`config.mk`:
```
export PLATFORM = sky130hd
export DESIGN_NAME = humidity_frame_crc_decoder_top
export DESIGN_NICKNAME = d
export VERILOG_FILES = /design/src/rtl/hfcd_pkg.sv /design/src/rtl/hfcd_front.sv /design/src/rtl/hfcd_fifo.sv /design/src/rtl/hfcd_back.sv /design/src/rtl/humidity_frame_crc_decoder_top.sv
export SDC_FILE = /design/constraint.sdc
export NUM_CORES = 1
export LEC_CHECK = 0
export BUFFER_PORTS_ARGS = -buffer_cell sky130_fd_sc_hd__buf_4
export CAP_MARGIN = 20
export CELL_PAD_IN_SITES_DETAIL_PLACEMENT = 0
export CELL_PAD_IN_SITES_GLOBAL_PLACEMENT = 1
export CORE_UTILIZATION = 35
export DETAILED_ROUTE_END_ITERATION = 6
export HOLD_SLACK_MARGIN = 0.02
export PLACE_DENSITY_LB_ADDON = 0.1
export SETUP_SLACK_MARGIN = 0.02
export SLEW_MARGIN = 25
export SYNTH_ARGS = -nofsm -noshare
export SYNTH_HDL_FRONTEND = slang
export SYNTH_SLANG_ARGS = --single-unit
```
`constraint.sdc`:
```
create_clock -name clk -period 15.7 [get_ports clk]
set_input_delay 3.925 -clock clk [delete_from_list [all_inputs] [get_ports clk]]
set_output_delay 3.925 -clock clk [all_outputs]
set_load 0.005 [all_outputs]
```
`src/rtl/hfcd_pkg.sv`:
```
// Shared types, constants and the CRC-8 fold for the humidity frame decoder.
// Used by hfcd_front, hfcd_fifo, hfcd_back and the top level; no dependencies.
package hfcd_pkg;

	localparam logic [7:0]  CRC_INIT   = 8'hFF;
	localparam logic [7:0]  CRC_POLY   = 8'h31;
	localparam logic [2:0]  FRAME_LAST = 3'd6;
	localparam logic [13:0] HUM_SCALE  = 14'd10000;
	localparam logic [14:0] TMP_SCALE  = 15'd20000;
	localparam logic [14:0] TMP_OFFSET = 15'd5000;
	localparam int          RAW_W      = 20;
	localparam int          FIFO_DEPTH = 2;

	typedef enum logic [1:0] {
		ST_OK      = 2'd0,
		ST_BUSY    = 2'd1,
		ST_CRC_ERR = 2'd2
	} status_t;

	// Completed frame handed from front to back
	typedef struct packed {
		status_t           status;
		logic [RAW_W-1:0]  hum_raw;
		logic [RAW_W-1:0]  tmp_raw;
	} frame_t;

	// One byte through CRC-8, poly 0x31, MSB first
	function automatic logic [7:0] crc_fold(input logic [7:0] crc, input logic [7:0] b);
		logic [7:0] c;
		c = crc ^ b;
		for (int i = 0; i < 8; i++) begin
			if (c[7]) begin
				c = {c[6:0], 1'b0} ^ CRC_POLY;
			end else begin
				c = {c[6:0], 1'b0};
			end
		end
		return c;
	endfunction

endpackage

```
`src/rtl/hfcd_front.sv`:
```
// Front end: assembles the 7-byte frame, runs the CRC and classifies the frame.
// Depends on hfcd_pkg; pushes one frame_t per completed frame into the queue.
module hfcd_front (
	input  logic               clk,
	input  logic               arst_n,
	input  logic               byte_valid,
	output logic               byte_ready,
	input  logic [7:0]         rx_byte,
	input  logic               frame_start,
	output logic               push_valid,
	input  logic               push_ready,
	output hfcd_pkg::frame_t   push_frame
);

	logic [2:0]  idx_q;
	logic [7:0]  crc_q;
	logic        busy_q;
	logic [39:0] payload_q;

	logic [2:0]  eff_idx;
	logic [7:0]  crc_base;
	logic        is_last;
	logic        take;

	// start mark always restarts at byte 0
	assign eff_idx  = frame_start ? 3'd0 : idx_q;
	assign is_last  = (eff_idx == hfcd_pkg::FRAME_LAST);
	assign crc_base = (eff_idx == 3'd0) ? hfcd_pkg::CRC_INIT : crc_q;
	assign byte_ready = push_ready;
	assign take     = byte_valid && byte_ready;

	// classification of the finished frame; busy wins over CRC
	always_comb begin
		push_valid         = take && is_last;
		push_frame.hum_raw = payload_q[39:20];
		push_frame.tmp_raw = payload_q[19:0];
		if (busy_q) begin
			push_frame.status = hfcd_pkg::ST_BUSY;
		end else if (crc_q != rx_byte) begin
			push_frame.status = hfcd_pkg::ST_CRC_ERR;
		end else begin
			push_frame.status = hfcd_pkg::ST_OK;
		end
	end

	// frame assembly state
	always_ff @(posedge clk or negedge arst_n) begin
		if (!arst_n) begin
			idx_q  <= 3'd0;
			crc_q  <= hfcd_pkg::CRC_INIT;
			busy_q <= 1'b0;
		end else if (take) begin
			if (is_last) begin
				idx_q <= 3'd0;
				crc_q <= hfcd_pkg::CRC_INIT;
			end else begin
				idx_q <= eff_idx + 3'd1;
				crc_q <= hfcd_pkg::crc_fold(crc_base, rx_byte);
				if (eff_idx == 3'd0) begin
					busy_q <= rx_byte[7];
				end
			end
		end
	end

	// data bytes 1..5, byte 5 lowest
	always_ff @(posedge clk) begin
		if (take && !is_last && (eff_idx != 3'd0)) begin
			payload_q <= {payload_q[31:0], rx_byte};
		end
	end

endmodule

```
`src/rtl/hfcd_fifo.sv`:
```
// Short queue of completed frames between front and back ends.
// Depends on hfcd_pkg (frame_t, FIFO_DEPTH).
module hfcd_fifo (
	input  logic               clk,
	input  logic               arst_n,
	input  logic               push_valid,
	output logic               push_ready,
	input  hfcd_pkg::frame_t   push_frame,
	output logic               pop_valid,
	input  logic               pop_ready,
	output hfcd_pkg::frame_t   pop_frame
);

	localparam int PTR_W = $clog2(hfcd_pkg::FIFO_DEPTH);
	localparam int CNT_W = $clog2(hfcd_pkg::FIFO_DEPTH + 1);

	hfcd_pkg::frame_t   mem_q [hfcd_pkg::FIFO_DEPTH];
	logic [PTR_W-1:0]   wr_ptr_q;
	logic [PTR_W-1:0]   rd_ptr_q;
	logic [CNT_W-1:0]   count_q;
	logic               push;
	logic               pop;

	assign push_ready = (count_q != CNT_W'(hfcd_pkg::FIFO_DEPTH));
	assign pop_valid  = (count_q != '0);
	assign push       = push_valid && push_ready;
	assign pop        = pop_valid && pop_ready;
	assign pop_frame  = mem_q[rd_ptr_q];

	// pointers and fill count
	always_ff @(posedge clk or negedge arst_n) begin
		if (!arst_n) begin
			wr_ptr_q <= '0;
			rd_ptr_q <= '0;
			count_q  <= '0;
		end else begin
			if (push) begin
				wr_ptr_q <= wr_ptr_q + PTR_W'(1);
			end
			if (pop) begin
				rd_ptr_q <= rd_ptr_q + PTR_W'(1);
			end
			case ({push, pop})
				2'b10:   count_q <= count_q + CNT_W'(1);
				2'b01:   count_q <= count_q - CNT_W'(1);
				default: count_q <= count_q;
			endcase
		end
	end

	// entry storage
	always_ff @(posedge clk) begin
		if (push) begin
			mem_q[wr_ptr_q] <= push_frame;
		end
	end

endmodule

```
`src/rtl/hfcd_back.sv`:
```
// Back end: scales raw values to hundredths and holds the result register.
// Depends on hfcd_pkg; two stages (products, then output register).
module hfcd_back (
	input  logic               clk,
	input  logic               arst_n,
	input  logic               frame_valid,
	output logic               frame_ready,
	input  hfcd_pkg::frame_t   frame,
	output logic               res_valid,
	input  logic               res_ready,
	output logic [1:0]         status_code,
	output logic [19:0]        rh_count,
	output logic [19:0]        t_count,
	output logic [13:0]        humidity_centi,
	output logic [14:0]        temperature_centi
);

	logic               valid_s1;
	hfcd_pkg::frame_t   frame_s1;
	logic [33:0]        hum_prod_s1;
	logic [34:0]        tmp_prod_s1;

	logic               valid_s2;
	logic [1:0]         status_s2;
	logic [19:0]        hum_s2;
	logic [19:0]        tmp_s2;
	logic [13:0]        hc_s2;
	logic [14:0]        tc_s2;

	logic               adv_s2;
	logic               adv_s1;
	logic               ok_s1;
	logic [14:0]        tc_full;

	assign adv_s2      = !valid_s2 || res_ready;
	assign adv_s1      = !valid_s1 || adv_s2;
	assign frame_ready = adv_s1;
	assign ok_s1       = (frame_s1.status == hfcd_pkg::ST_OK);
	assign tc_full     = tmp_prod_s1[34:20] - hfcd_pkg::TMP_OFFSET;

	// stage valids
	always_ff @(posedge clk or negedge arst_n) begin
		if (!arst_n) begin
			valid_s1 <= 1'b0;
			valid_s2 <= 1'b0;
		end else begin
			if (adv_s1) begin
				valid_s1 <= frame_valid;
			end
			if (adv_s2) begin
				valid_s2 <= valid_s1;
			end
		end
	end

	// stage 1: the two scale products
	always_ff @(posedge clk) begin
		if (adv_s1 && frame_valid) begin
			frame_s1    <= frame;
			hum_prod_s1 <= 34'(frame.hum_raw) * 34'(hfcd_pkg::HUM_SCALE);
			tmp_prod_s1 <= 35'(frame.tmp_raw) * 35'(hfcd_pkg::TMP_SCALE);
		end
	end

	// stage 2: shift, offset, zero fields unless status is OK
	always_ff @(posedge clk) begin
		if (adv_s2 && valid_s1) begin
			status_s2 <= frame_s1.status;
			hum_s2    <= ok_s1 ? frame_s1.hum_raw : '0;
			tmp_s2    <= ok_s1 ? frame_s1.tmp_raw : '0;
			hc_s2     <= ok_s1 ? hum_prod_s1[33:20] : '0;
			tc_s2     <= ok_s1 ? tc_full : '0;
		end
	end

	assign res_valid         = valid_s2;
	assign status_code       = status_s2;
	assign rh_count          = hum_s2;
	assign t_count           = tmp_s2;
	assign humidity_centi    = hc_s2;
	assign temperature_centi = tc_s2;

endmodule

```
`src/rtl/humidity_frame_crc_decoder_top.sv`:
```
// Humidity/temperature frame decoder, top level.
// Depends on hfcd_pkg, hfcd_front, hfcd_fifo and hfcd_back.
//
// Takes the 7-byte sensor response one byte per transaction (tuser marks the
// first byte) and gives one result transaction per completed frame. A byte is
// accepted every cycle while the frame queue has room; the CRC-8 of each byte
// is folded within that cycle. The frame enters the queue on the edge that
// accepts its CRC byte; its result then passes the product stage and the
// output register. The front keeps taking bytes while results wait on the
// output side; with the output held off, four frames (two in the back stages,
// two in the queue) are absorbed before the input stalls.
module humidity_frame_crc_decoder_top (
	input  logic        clk,
	input  logic        arst_n,
	input  logic        s_axis_tvalid,
	output logic        s_axis_tready,
	input  logic [7:0]  s_axis_tdata,   // [7:0] rx_byte
	input  logic        s_axis_tuser,   // [0] frame_start
	output logic        m_axis_tvalid,
	input  logic        m_axis_tready,
	output logic [71:0] m_axis_tdata    // [1:0] status_code, [21:2] rh_count,
	                                    // [41:22] t_count,
	                                    // [55:42] humidity_centi,
	                                    // [70:56] temperature_centi, [71] zero
);

	logic               push_valid;
	logic               push_ready;
	hfcd_pkg::frame_t   push_frame;
	logic               pop_valid;
	logic               pop_ready;
	hfcd_pkg::frame_t   pop_frame;
	logic [1:0]         status_code;
	logic [19:0]        rh_count;
	logic [19:0]        t_count;
	logic [13:0]        humidity_centi;
	logic [14:0]        temperature_centi;

	hfcd_front u_front (
		.clk         (clk),
		.arst_n      (arst_n),
		.byte_valid  (s_axis_tvalid),
		.byte_ready  (s_axis_tready),
		.rx_byte     (s_axis_tdata),
		.frame_start (s_axis_tuser),
		.push_valid  (push_valid),
		.push_ready  (push_ready),
		.push_frame  (push_frame)
	);

	hfcd_fifo u_fifo (
		.clk        (clk),
		.arst_n     (arst_n),
		.push_valid (push_valid),
		.push_ready (push_ready),
		.push_frame (push_frame),
		.pop_valid  (pop_valid),
		.pop_ready  (pop_ready),
		.pop_frame  (pop_frame)
	);

	hfcd_back u_back (
		.clk               (clk),
		.arst_n            (arst_n),
		.frame_valid       (pop_valid),
		.frame_ready       (pop_ready),
		.frame             (pop_frame),
		.res_valid         (m_axis_tvalid),
		.res_ready         (m_axis_tready),
		.status_code       (status_code),
		.rh_count          (rh_count),
		.t_count           (t_count),
		.humidity_centi    (humidity_centi),
		.temperature_centi (temperature_centi)
	);

	// result packing, first field lowest
	assign m_axis_tdata = {1'b0, temperature_centi, humidity_centi, t_count,
		rh_count, status_code};

endmodule
```
# After elaboration in Yosys (flattened, before gate mapping)
# Memories as Yosys holds them, arrays and structs flattened.
# Cells that the tools add are included.
# totals
regBits	231
ramBits	84
inputBits	13
out_inout_bits	74
word_cells	92
mem_count	1
# classes
n_addsub	6
n_mul	2
eq_ne	5
n_mux	31
n_bitwise	10
n_reduce_logical	18
# mem_list
name	words	word_bits	read_ports	rd_clocked_by_memory_dff	wr	line_no	text
u_fifo.mem_q	2	42	1	0	1	hfcd_fifo.sv:17	hfcd_pkg::frame_t mem_q [hfcd_pkg::FIFO_DEPTH];
# op_table
operator	count
2-to-1 mux 8 bit	16
multiplier 20 x 10 -> 30 bit (second input constant)	2
2-to-1 mux 6 bit	8
inverter 3 bit	8
subtractor 15 x 13 -> 15 bit (second input constant)	1
!= test 8 bit	1
bitwise XOR 8 bit	1
logical AND 1 bit	7
2-to-1 mux 3 bit	2
2-to-1 mux 2 bit	2
one-hot mux 2 bit (2 select lines)	1
nonzero test 2 bit	2
adder 3 x 1 -> 3 bit (second input constant)	1
equality test 3 bit (second input constant)	1
zero test 1 bit	3
zero test 3 bit	1
AND reduction 3 bit	1
nonzero test 3 bit	1
adder 1 bit (second input constant)	2
adder 2 x 1 -> 2 bit (second input constant)	1
equality test 2 x 1 -> 1 bit (second input constant)	1
equality test 2 bit (second input constant)	1
zero test 2 bit	1
logical OR 1 bit	2
other kinds (4)	5

# Depth between registers and ports, before layout
# logic_depth
word_depth	35
ltp_mapped	23
ltp_nobuf	20

# Modules after synthesis
# Synthesis repeated with hierarchy kept, for this count alone.
# unflattened
cells_unflattened	1192
hier_area_um2	16248.1
# by_module_without_submodules
module	instances	cells_each	area_per_inst_um2	seq_area_each_um2
hfcd_back	1	892	10732.8	4314.1
hfcd_fifo	1	148	3254.4	2622.5
hfcd_front	1	150	2249.7	1511.4
humidity_frame_crc_decoder_top	1	2	11.3	0.0

# Worst setup path before layout
# Ideal clock, no wire load.
# synth_timing
path_type	in2reg
start	input port m_axis_tready
end	register u_fifo.count_q[1]
setup_ns	0.079
arrival_time_ns	8.516
required_time_ns	15.621
setup_slack_ns	7.104
path_stages	5
n_path_buf	0
cell_sequence	nor2b_1 > a21oi_1 > ha_1 > nor2_1 > xor2_1
# synth_via
elab_chain_cells	5
elab_cells_between_ends	7
classes_between	2 x eq/ne; 1 x mux; 4 x reduce/logical
# synth_lines
element	line_no	text
start, declared	humidity_frame_crc_decoder_top.sv:20	input logic m_axis_tready,
logical OR 1 bit *	hfcd_back.sv:35	assign adv_s2 = !valid_s2 || res_ready;
logical OR 1 bit *	hfcd_back.sv:36	assign adv_s1 = !valid_s1 || adv_s2;
logical AND 1 bit *	hfcd_fifo.sv:27	assign pop = pop_valid && pop_ready;
via u_fifo.pop	hfcd_fifo.sv:22	logic pop;
equality test 2 x 1 -> 1 bit or equality test 2 bit (tied branches)	hfcd_fifo.sv:43	case ({push, pop})
one-hot mux 2 bit (2 select lines) or nonzero test 2 bit (tied branches)	n/a	
end signal, assigned	hfcd_fifo.sv:44	2'b10: count_q <= count_q + CNT_W'(1);
end signal, assigned	hfcd_fifo.sv:45	2'b01: count_q <= count_q - CNT_W'(1);
end signal, assigned	hfcd_fifo.sv:46	default: count_q <= count_q;
end, declared	hfcd_fifo.sv:20	logic [CNT_W-1:0] count_q;
# The timed path passes the listed nets; every way through them passes the cells marked *.
# A chain may end at the register's enable or synchronous reset.

==> metrics.md <==
| Metric | Value |
|---|---|
| Status | finished, final reports clean |
| Final WL | 31.4 mm |
| FILL cells | 4318 |
| Synth area leader | edfxtp_1 |
| Hold path cells | 0 |
| Post-synth net total | about 1400 |
| Vias per std cell | 4.53 |
| CTS tree | built |
| Setup CP Type | reg -> reg |
| F_max | 160 MHz |
| Crit path required time | 15.98 ns |
| Num CTS Buffers | 35 |
| Total placed cells including tap cells | about 1800 |
| Critical path cell sequence | buf_4, mux2i_1, inv_1, fa_1, ha_1, fa_1, ha_1, fa_1, ha_1, and4_1, a2111oi_0, a21oi_1, nand2_1, o311a_1, o21ai_1, xor2_1 |
| Most instantiated cells after synthesis | 266 x edfxtp_1, 168 x ha_1, 154 x inv_1, 85 x fa_1, 60 x and2_1 |
| Vert. Die Dim | around 220 um |
| Postcts setup bufs | 0 |
| RSZ-0062 raised after global routing | false |
| N_diodes | 0 |
| Cell Area, Placed | 17400 um2 |
| Element type at the critical path end | register |
| DP HPWL | 23.1 mm |
| Worst Reg-to-Reg Cells | 16 |
| Worst setup SP type | register |
| Global-route wire length before repair | about 50 mm |
| WP data arrival | approximately 6.5 ns |
| Period utilization | approximately 40% |
| Largest net degree at the start of global routing | 57 |
| Initial DRT Pass Iterations | 4 |
| CTS clock-pin slew for the worst setup and hold paths | about 0.060 ns |
| H-tree Lvls | 2 |
| Clock buffer depth | 3 |
| Post-CTS sizing | 0 |
| Max-cap viol count | 0 |
| Actual transition at the worst max-transition pin | 0.719 ns |
| Vias | 8598 |
| CTS sink cnt | between 200 and 300 |
| Area Growth Syn to Fin | 16.2% |
| Period minus WS final | 6.25 ns |
| Ys flop type | edfxtp_1 |
| Initial antenna violation count | 0 |
| Initial Util | 35.4% |
| Share of synthesized registers carrying an async set or reset | 6.34% |
| FF+latch count, synth | 284 |
| WL per Instance | 16.6 um |
| Global route total overflow | 0 |
| RR Startpoint | u_fifo.rd_ptr_q |
| Final-report hold violation count | 0 |
| Share of post-route cells with drive strength above 1 | about 14% |
| Synth top area share | 49.9% |
| Top cells by area, synth | edfxtp_1 50%, ha_1 13%, fa_1 11% |
| Seq/Total Area, Yosys | 52.8% |
| Final Cell Area | around 19000 um2 |
| Nets@finish | 1536 |
| Post-Syn Instances | between 1000 and 1500 |
| CP startpoint | u_fifo.rd_ptr_q |
| # IOs | 87 |
| Hold buffer count at cts | 0 |
| Worst Hold Class | reg -> reg |
| Distinct cells, synth | 63 |
| Total GRT Usage | 13.9% |
| Layout Cells excl Fill | 1896 |
| Skew final | 0.0192 ns |
| Worst skew pair latency | approximately 0.54 ns |
| Gpl congestion | 0.793 |
| Syn Area/Cell | 13.8 um2 |
| Endpoints failing setup | 0 |
| Post-synth EDFFs | 266 |
| Port Buffer Count | between 80 and 90 |
| Synthesis Warnings | 0 |
| Normalized max-slew margin | around half |
| DRT iter0 DRCs | 354 |
| Synth Cell Area | 16000 um2 |
| Area of the die | about 47000 um2 |
| Routed Antenna Nets | 0 |
| Die W | between 200 and 250 um |
| Slowest-stage cell, CP | dfrtp_2 |
| Core Rows | approximately 80 |
| HP Start | u_front.payload_q[32] |
| Core area | around 45000 um2 |
| Final setup TNS | 0 ns |
| Vias in the first global route | 8875 |
| Final Max Tran Viols | 0 |
| Count leader, synth | edfxtp_1 |
| CP max FO | 28 |
| Critical path's largest stage delay | 0.76 ns |
| Root buf cell | clkbuf_16 |
| Detailed-route DRC error count | 0 |
==> cell families after synthesis <==
group	after synthesis	synth area share (%)
muxes	49	3.20
other	1	0.0234
AOI/OAI and AO/OA	127	5.50
DFF	284	52.8
xor gates and xnor gates	78	4.36
adders and majority gates	253	23.8
and+or+nand+nor	195	6.27
buffers and inverters	174	4.14
==> state kept, by name, summed over array words and instances (netlist names), 15 cells and up <==
name,flops
u_front.payload_q,40
u_back.temperature_centi,15
u_back.tmp_prod_s1,15
u_fifo.mem_q,84
u_back.t_count,20
u_back.frame_s1,42
u_back.rh_count,20
==> layer usage <==
| layer | vias to the layer above | wire length, um | track usage (%) |
|---|---|---|---|
| li1 | 4281 | - | - |
| met1 | 4161 | 16100 | 20.4 |
| met2 | 115 | 13500 | 20.9 |
| met3 | 41 | 1200 | 2.86 |
| met4 | 0 | 652 | 3.76 |
| met5 | - | 0 | 0 |
==> final timing paths <==
check | endpoint | slack [ns]
worst max-delay path | u_back.tmp_prod_s1[34] | 9.45
worst min-delay path | u_fifo.mem_q[0][32] | 0.44
worst max register to register | u_back.tmp_prod_s1[34] | 9.45
worst min register to register | u_fifo.mem_q[0][32] | 0.44
max in group asynchronous | u_front.crc_q[4] | 12.16
min in group asynchronous | u_fifo.count_q[1] | 3.26
==> final cells by class <==
| cell class | instances | area [um2] | area share, % |
|---|---|---|---|
| Clock buffer | 44 | 931 | 5.00 |
| Clock inverter | 19 | 234 | 1.26 |
| Inverter | 154 | 578 | 3.11 |
| Multi-Input combinational cell | 703 | 6950 | 37.4 |
| Sequential cell | 284 | 8450 | 45.4 |
| Tap cell | 600 | 751 | 4.04 |
| Timing Repair Buffer | 92 | 711 | 3.82 |
==> placed cells by master (no fill, tap or decap), types with 17 or more instances in the layout <==
master / instances
mux2i_1: 32
a21o_1: 26
mux2_2: 17
o21ai_0: 19
xor2_1: 32
buf_4: 91
a21oi_1: 38
nand2_1: 30
edfxtp_1: 266
nor2_1: 49
and2_1: 60
inv_1: 154
xnor2_1: 44
fa_1: 85
ha_1: 168
clkbuf_16: 36
==> critical path, delay by kind of cell (launching register included) <==
kind	cells	cell delay [ns]
xor gates and xnor gates	1	0.08
and+or+nand+nor	2	0.34
AOI/OAI and AO/OA	4	1.12
muxes	1	0.51
adders and majority gates	6	2.39
buffers and inverters	2	0.76
DFF	1	0.76
==> metrics by stage <==
step | setup WS (ns) | util, % | hold slack [ns]
after floorplan | 7.10 | - | 0.421
after global placement | 9.50 | 38.4 | 0.424
after detailed placement | 9.41 | 38.5 | 0.430
after CTS | 9.37 | 41.1 | 0.439
after global routing | 9.02 | 41.1 | 0.460
final | 9.45 | 41.1 | 0.440
Power is not shown: default switching activity piles up to over one toggle a cycle in this logic, so the estimate is an artifact.
